[config.mk]
export PLATFORM = sky130hd
export DESIGN_NAME = tgi_ram
export DESIGN_NICKNAME = d
export VERILOG_FILES = /design/src/design/tgi_ram.sv
export SDC_FILE = /design/constraint.sdc
export NUM_CORES = 1
export LEC_CHECK = 0
export BUFFER_PORTS_ARGS = -buffer_cell sky130_fd_sc_hd__clkbuf_2
export CORE_MARGIN = 5
export CORE_UTILIZATION = 45
export DETAILED_ROUTE_END_ITERATION = 7
export PLACE_DENSITY = 0.65
export RECOVER_POWER = 25
export SYNTH_ARGS = -nofsm -noshare
export SYNTH_HDL_FRONTEND = slang
export SYNTH_SLANG_ARGS = --single-unit
[constraint.sdc]
create_clock -name clk -period 3.24 [get_ports clk]
set_input_delay 0.324 -clock clk [delete_from_list [all_inputs] [get_ports clk]]
set_output_delay 0.324 -clock clk [all_outputs]
set_load 0.03 [all_outputs]
[src/design/tgi_ram.sv]
// Generic single-port RAM with registered read.
module tgi_ram #(
  parameter int WIDTH = 32,
  parameter int DEPTH = 16
) (
  input  logic                     clk,
  input  logic                     we,
  input  logic [$clog2(DEPTH)-1:0] addr,
  input  logic [WIDTH-1:0]         wdata,
  output logic [WIDTH-1:0]         rdata
);

  logic [WIDTH-1:0] mem [DEPTH];

  always_ff @(posedge clk) begin
    if (we) begin
      mem[addr] <= wdata;
    end
    rdata <= mem[addr];
  end

endmodule

==> run_results.csv <==
group,metric,value,unit
outcome,status,"complete, no violations",
clock_tree,cts-resized-gates,0,
sta,period_share,53.8,%
route,dr.first_iter.drc_count,831,
power_and_ir_drop,powerDensity,643,nW/um2
job,cap_violations,0,
global_routing,grt_usage,17.3,%
clock_tree,clk-insertion-delay-late,600,ps
global_routing,grt_pass1_wl,61500,um
global_routing,first_global_vias,9386,
placed_design,dp_hpwl,22800,um
synth,synth_cell_type_count,17,
final_layout,layout-drive-gt1-share,31.9,%
sta,fin_crit,1740,ps
global_routing,grt_max_degree,89,
synth,avgSynthCellArea,23.6,um2
setup_path,r2r-start,"mem[3][16]",
min_path,whs_endpoint,"mem[5][12]",
route,num_vias,8900,
clock_tree,cts_max_level,2,
synth,synth.largest_area_cell,"edfxtp_1",
route,drc_errors,0,
final_layout,nets,1001,
setup_path,start_kind,"input pin",
min_path,holdPathStages,1,
synth,synthTopCellsByArea,"edfxtp_1, mux4_2, dfxtp_1",
floorplanning,start_util,45.2,%
global_routing,antenna_found_initial,2,
clock_tree,clk_pin_slew,60,ps
sta,rsz0062_at_grt,"no",
min_path,min_from,"wdata[12]",
power_and_ir_drop,ir_drop,0.536,mV
power_and_ir_drop,p_leak,7.37,nW
synth,synth.top_cell.area_share,77.4,%
sta,tns,0,ps
sta,clock.fmax,0.574,GHz
route,ant_nets,0,
floorplanning,dieWidth,220,um
final_layout,layout_common_cells,"edfxtp_1, mux4_2, a22oi_1",
final_layout,stdcell_count,1600,
clock_tree,clock_path_buffers,3,
setup_path,worstPathRequired,3500,ps
setup_path,cp.arrival,2010,ps
route,finalWirelength,40900,um
placed_design,io_buffer_count,69,
clock_tree,root_buffer,"clkbuf_16",
setup_path,reg2reg_depth,3,
synth,seq_area_frac_synth,80.6,%
setup_path,r2r_slack,1880,ps
sta,skew,18.1,ps
route,wl_per_cell,25.6,um
final_layout,area_growth,15.8,%
setup_path,timing.rr.end,"rdata[16]",
floorplanning,die_h,220,um
sta,max_slew_margin,35.3,%
floorplanning,core,43900,um2
sta,timing.final.hold_violations,0,
clock_tree,cts_tree,"built",
setup_path,crit_fanout,49,
clock_tree,cts_hold_buffers,0,
global_routing,grt_overflow_total,0,
clock_tree,cts_sinks,544,
floorplanning,ios,70,
sta,tightestPinTransition,968,ps
sta,setup_viol,0,
synth,ys_seq_elements,544,
placed_design,dp.cells,1499,
power_and_ir_drop,total_power,14.8,mW
floorplanning,die-area,48400,um2
synth,yosys_warnings,0,
setup_path,crit_type,"input pin to register",
setup_path,cp-end-kind,"register",
route,dr.pass1.iters,5,
sta,whs,167,ps
route,vias_per_cell,5.56,
synth,syn_area,19900,um2
clock_tree,post_cts_buffers,0,
floorplanning,row_count,77,
synth,syn_nets,878,
clock_tree,cts_made_buffers,54,
sta,finalMaxSlewViolations,0,
min_path,hold_path.class,"input pin to register",
final_layout,layout_commonest_cell,"edfxtp_1",
placed_design,globalplace.congestion,0.720,
synth,netlist_instances,840,
-- metrics by stage --
| stage | instance area [um2] | setup WS (ps) | utilization, % |
|---|---|---|---|
| floorplan | 19900 | -326 | - |
| global route | 23000 | 1370 | 52.3 |
| CTS | 23000 | 1450 | 52.4 |
| finish | 23000 | 1500 | 52.3 |
| global placement | 21300 | 869 | 48.4 |
| detailed placement | 21300 | 838 | 48.4 |
-- layout make-up --
| class | instances | area (um2) |
|---|---|---|
| Antenna cell | 1 | 2.50 |
| Clock buffer | 74 | 1470 |
| Clock inverter | 26 | 273 |
| Fill cell | 3406 | 20900 |
| Multi-Input combinational cell | 251 | 3750 |
| Sequential cell | 544 | 16000 |
| Tap cell | 592 | 741 |
| Timing Repair Buffer | 112 | 747 |
-- flip-flops by register name, summed over array words and instances, names as in the netlist --
name / count
mem: 512
rdata: 32
-- worst max path at each step --
stage | startpoint | to | slack, ps | depth (start not counted)
2_1_floorplan | addr[1] | mem[0][0] | -330 | 4
3_3_place_gp | addr[0] | mem[13][31] | 870 | 4
3_5_place_dp | addr[0] | mem[13][19] | 840 | 4
4_1_cts | addr[0] | mem[13][24] | 1450 | 4
5_1_grt | addr[0] | mem[13][24] | 1370 | 4
6_report | addr[0] | mem[13][26] | 1500 | 4
-- power breakdown --
part / total, mW / internal [mW] / leakage (nW) / switching [mW]
Combinational: 0.770 / 0.284 / 1.62 / 0.486
Clock: 6.09 / 3.57 / 0.851 / 2.53
Sequential: 7.92 / 7.87 / 4.89 / 0.0517
-- worst max-delay path, cell delays in order --
cell	delay (ps)
clkbuf_8	480
nand2b_1	390
nor2_4	400
buf_4	350
-- cell families after synthesis --
family / count (synthesis) / synth area share [%]
AOI/OAI and AO/OA: 64 / 2.42
buffers and inverters: 45 / 1.17
DFF: 544 / 80.6
muxes: 128 / 14.5
and+or+nand+nor: 59 / 1.27
-- Yosys cell counts --
| library cell | n |
|---|---|
| nor2_1 | 13 |
| nand3_1 | 1 |
| dfxtp_1 | 32 |
| buf_4 | 1 |
| buf_6 | 6 |
| or3b_2 | 1 |
| clkbuf_1 | 27 |
| and2_1 | 1 |
| nor2b_1 | 2 |
| nand3b_1 | 2 |
| a22oi_1 | 64 |
| nor3_1 | 4 |
| edfxtp_1 | 512 |
| nand2_1 | 33 |
| mux4_2 | 128 |
| nand2b_1 | 2 |
| buf_2 | 11 |
-- layer usage --
metal	track usage, %	share of wire (%)	vias up
li1	-	-	3827
met5	0	0.017	-
met1	24.1	42	4728
met2	28.5	50	278
met3	3.42	5.9	65
met4	4.16	2.0	2
(Power assumes the default switching activity.)
