--- src/design/tgi_div.sv ---
// Restoring divider, one quotient bit per cycle, quotient saturated to 1.0.
module tgi_div (
  input  logic        clk,
  input  logic        rst,
  input  logic        start,
  input  logic [32:0] num,
  input  logic [32:0] den,
  output logic        busy,
  output logic [16:0] quot
);

  // (num<<16)/den over 17 quotient bits; num >= 2*den saturates up front,
  // otherwise the integer part is 0 or 1 and 16 fraction bits follow.
  logic [4:0]  cnt;
  logic [33:0] r;
  logic [32:0] dv;
  logic [16:0] q;
  logic        ovf;
  logic        ge;
  logic [33:0] rdiff;

  assign busy  = (cnt != 5'd0);
  assign ge    = (r >= {1'b0, dv});
  assign rdiff = r - {1'b0, dv};

  always_ff @(posedge clk) begin
    if (rst) begin
      cnt <= 5'd0;
    end else if (start) begin
      cnt <= 5'd17;
    end else if (busy) begin
      cnt <= cnt - 5'd1;
    end
  end

  // Compare, subtract and shift one bit per cycle
  always_ff @(posedge clk) begin
    if (start) begin
      r   <= {1'b0, num};
      dv  <= den;
      q   <= '0;
      ovf <= ({1'b0, num} >= {den, 1'b0});
    end else if (busy) begin
      q <= {q[15:0], ge};
      r <= ge ? {rdiff[32:0], 1'b0} : {r[32:0], 1'b0};
    end
  end

  assign quot = (ovf || q > 17'd65536) ? 17'd65536 : q;

endmodule
--- config.mk ---
export PLATFORM = sky130hd
export DESIGN_NAME = tgi_div
export DESIGN_NICKNAME = d
export VERILOG_FILES = /design/src/design/tgi_div.sv
export SDC_FILE = /design/constraint.sdc
export NUM_CORES = 1
export LEC_CHECK = 0
export ABC_AREA = 1
export BUFFER_PORTS_ARGS = -buffer_cell sky130_fd_sc_hd__buf_2
export CAP_MARGIN = 20
export CELL_PAD_IN_SITES_DETAIL_PLACEMENT = 0
export CELL_PAD_IN_SITES_GLOBAL_PLACEMENT = 1
export CORE_UTILIZATION = 43
export DETAILED_ROUTE_END_ITERATION = 8
export PLACE_DENSITY_LB_ADDON = 0.1
export SLEW_MARGIN = 5
export SYNTH_ARGS = -nofsm -noshare
export SYNTH_HDL_FRONTEND = slang
export SYNTH_SLANG_ARGS = --single-unit
--- constraint.sdc ---
create_clock -name clk -period 3.3 [get_ports clk]
set_input_delay 0.33 -clock clk [delete_from_list [all_inputs] [get_ports clk]]
set_output_delay 0.33 -clock clk [all_outputs]
set_load 0.02 [all_outputs]
==> impl_metrics.sql <==
INSERT INTO impl_metrics (metric_group, metric, value, unit) VALUES
('status', 'run_status', 'finished, final reports clean', ''),
('clock_tree', 'tritoncts', 'done', ''),
('setup_path', 'timing.critical_path.slowest_stage_cell', 'fa_1', ''),
('clock_tree', 'h_tree_depth', '3', ''),
('layout', 'regArea', '2470', 'sq um'),
('detailed_routing', 'antenna_violation_net_count_after_detailed_routing', '0', ''),
('setup_path', 'timing.rr.end', 'r[28]$_DFFE_PP_', ''),
('setup_path', 'timing.critical_path.from_type', 'flip-flop', ''),
('timing', 'post-route-period-util', '80.3', '%'),
('clock_tree', 'cts_resized', '0', ''),
('layout', 'layout_filler_cell_count', '1748', ''),
('setup_path', 'path_delay_family', 'simple AND/OR/NAND/NOR gates', ''),
('placement', 'routabilityCongestion', '0.855', ''),
('synth', 'synthMuxAreaShare', '0', '%'),
('setup_path', 'cp_peak_stage_delay', '0.43', 'ns'),
('die', 'start_util', '44.5', '%'),
('clock_tree', 'ctsHoldBuffers', '0', ''),
('global_route', 'grt_pass1_wl', '33.8', 'mm'),
('clock_tree', 'clock-root-buffer', 'clkbuf_16', ''),
('synth', 'synthCells', '1060', ''),
('clock_tree', 'cts_buffers', '9', ''),
('layout', 'finish.net_count', '1281', ''),
('synth', 'synth_adder_area_share', '11.5', '%'),
('global_route', 'global_route.overflow_total', '0', ''),
('power_and_ir_drop', 'power_density', '816', 'nW/um^2'),
('synth', 'synth_top_cells_by_area', 'edfxtp_1 27%, nand2_1 17%, ha_1 11%', ''),
('global_route', 'grt_antenna_before_repair', '0', ''),
('power_and_ir_drop', 'power.static_leakage', '4.56', 'nW'),
('die', 'placeable_area', '16800', 'sq um'),
('timing', 'setup_violations', '0', ''),
('synth', 'netlist_area', '7460', 'sq um'),
('timing', 'holdWs', '0.156', 'ns'),
('die', 'dieWidth', '134', 'microns'),
('timing', 'fmax', '0.377', 'GHz'),
('die', 'die_h', '134', 'microns'),
('synth', 'synth.top_cells.by_count', '338 x nand2_1, 217 x inv_1, 76 x nor2_1', ''),
('worst_hold_path', 'worst_hold_path_type', 'in -> reg', ''),
('setup_path', 'crit_required', '3.42', 'ns'),
('timing', 'timing.clock.skew', '0.00868', 'ns'),
('worst_hold_path', 'hold_path_depth', '1', ''),
('setup_path', 'critical_path.startpoint', 'r[0]$_SDFFCE_PN0P_', ''),
('synth', 'synth_top_area_share', '27.0', '%'),
('setup_path', 'crit_type', 'reg -> reg', ''),
('synth', 'post_synth_xor_area_fraction', '2.11', '%'),
('detailed_routing', 'detail_route.wl_per_cell', '15.0', 'microns'),
('setup_path', 'r2r_setup_slack', '0.65', 'ns'),
('die', 'io-pin-count', '87', ''),
('layout', 'share_of_cells_above_drive_strength_1', '15.7', '%'),
('global_route', 'grt_start_max_net_pins', '44', ''),
('setup_path', 'timing.critical_path.buf_inv', '3', ''),
('die', 'floorplan.die_area', '17900', 'sq um'),
('layout', 'multi_input_comb_area', '4010', 'sq um'),
('detailed_routing', 'drt_first_pass_iters', '5', ''),
('synth', 'seq_area_frac_synth', '33.2', '%'),
('worst_hold_path', 'hold_path_end', 'dv[4]$_DFFE_PP_', ''),
('timing', 'timing.setup.tns', '0', 'ns'),
('timing', 'report.final.hold_viol_count', '0', ''),
('setup_path', 'worst-r2r-cell-count', '13', ''),
('clock_tree', 'tritoncts_num_sinks', '90', ''),
('setup_path', 'timing.rr.start', 'r[0]$_SDFFCE_PN0P_', ''),
('clock_tree', 'clock_insertion_delay_worst_skew', '0.36', 'ns'),
('timing', 'final.min_clock_period', '2.65', 'ns'),
('global_route', 'grt_pass1_vias', '6439', ''),
('synth', 'combinational_family_with_the_most_area_after_synthesis', 'simple AND/OR/NAND/NOR gates', ''),
('detailed_routing', 'routed_via_density', '4.85', ''),
('synth', 'synth.distinct_cells', '41', ''),
('clock_tree', 'clk_pin_slew', '0.07', 'ns'),
('synth', 'synth_seq_cells', '90', ''),
('synth', 'asyncSetResetFlopFracSynth', '0', '%'),
('layout', 'antenna_cells', '0', ''),
('setup_path', 'crit_chain', 'inv_1, ha_1, inv_1, fa_1, nand3_1, nand3_2, nand2_1, nand3_2, a21oi_4, buf_12, nand2_1, nand3_1, nand2_1', '');
==> placed cells by master, fill, tap and decap left out, types with 3 or more instances in the layout <==
cell and count:
a21o_1 3, a21oi_1 41, buf_2 86, clkbuf_16 9, dfxtp_1 23, edfxtp_1 67
ha_1 67, inv_1 217, inv_2 9, nand2_1 338, nand2_2 17, nand3_1 50
nand3_2 18, nand4_1 11, nor2_1 76, nor2_2 10, nor2_4 5, nor3_1 7
nor4_1 6, o21ai_0 12, o21ai_2 10, o21bai_1 4, o22ai_1 17, xnor2_1 15
xor2_1 3
==> report_power, final <==
| part | internal (mW) | leakage (nW) | switching (mW) |
|---|---|---|---|
| clock network | 0.604 | 0.155 | 0.510 |
| logic | 1.39 | 3.54 | 2.65 |
| registers | 1.56 | 0.867 | 0.150 |
==> sequential cells by signal, indices dropped and copies added, names as in the netlist <==
| register | cells |
|---|---|
| r | 34 |
| cnt | 5 |
| dv | 33 |
| q | 17 |
| ovf | 1 |
==> cell families (layout without fill, tap and decap cells) <==
kind of cell               count (synthesis)  count (layout)
and+or+nand+nor                          545             545
buffers and inverters                    245             334
AOI/OAI and AO/OA                         94              94
DFF                                       90              90
adders and majority gates                 68              68
xor gates and xnor gates                  18              18
==> worst max-delay path by stage <==
stage	to	slack (ns)
detailed placement	r[28]$_DFFE_PP_	0.60
CTS	r[28]$_DFFE_PP_	0.60
finish	r[28]$_DFFE_PP_	0.65
global route	r[31]$_DFFE_PP_	0.41
global placement	r[25]$_DFFE_PP_	0.59
floorplan	r[0]$_SDFFCE_PN0P_	0.69
==> final cells by class <==
type / instances / area share (%)
clock inverter: 7 / 0.983
multi-input combinational: 725 / 47.7
tap: 220 / 3.28
sequential: 90 / 29.4
clock buffer: 9 / 2.68
timing repair buffer: 90 / 5.78
inverter: 228 / 10.2
==> through the flow <==
| stage | cells | util [%] | power [mW] | instance area [sq um] | setup WS [ns] |
|---|---|---|---|---|---|
| 3_5_place_dp | 1353 | 48.3 | 5.76 | 8090 | 0.602 |
| 6_report | 1369 | 50.1 | 6.86 | 8400 | 0.649 |
| 5_1_grt | 1369 | 50.1 | 7.52 | 8400 | 0.407 |
| 2_1_floorplan | 1060 | - | 4.89 | 7460 | 0.687 |
| 3_3_place_gp | 1353 | 48.3 | 5.76 | 8090 | 0.586 |
| 4_1_cts | 1369 | 50.1 | 6.90 | 8400 | 0.604 |
==> metal layers <==
layer,wire (microns),part of all wire [%],GRT usage [%],vias up
met2,8810,43,37.5,147
met5,0,0,0,-
met4,288,1.4,6.44,0
met3,1000,4.9,4.22,18
met1,10500,51,35.9,2992
li1,-,-,-,3486
==> worst reg2reg max path: stages (launching register included) <==
cell      delay, ns
edfxtp_1       0.36
inv_1          0.11
ha_1           0.15
inv_1          0.08
fa_1           0.43
nand3_1        0.13
nand3_2        0.14
nand2_1        0.14
nand3_2        0.11
a21oi_4        0.36
buf_12         0.20
nand2_1        0.07
nand3_1        0.08
nand2_1        0.07
Note: power is estimated with default switching activity, not from simulation.
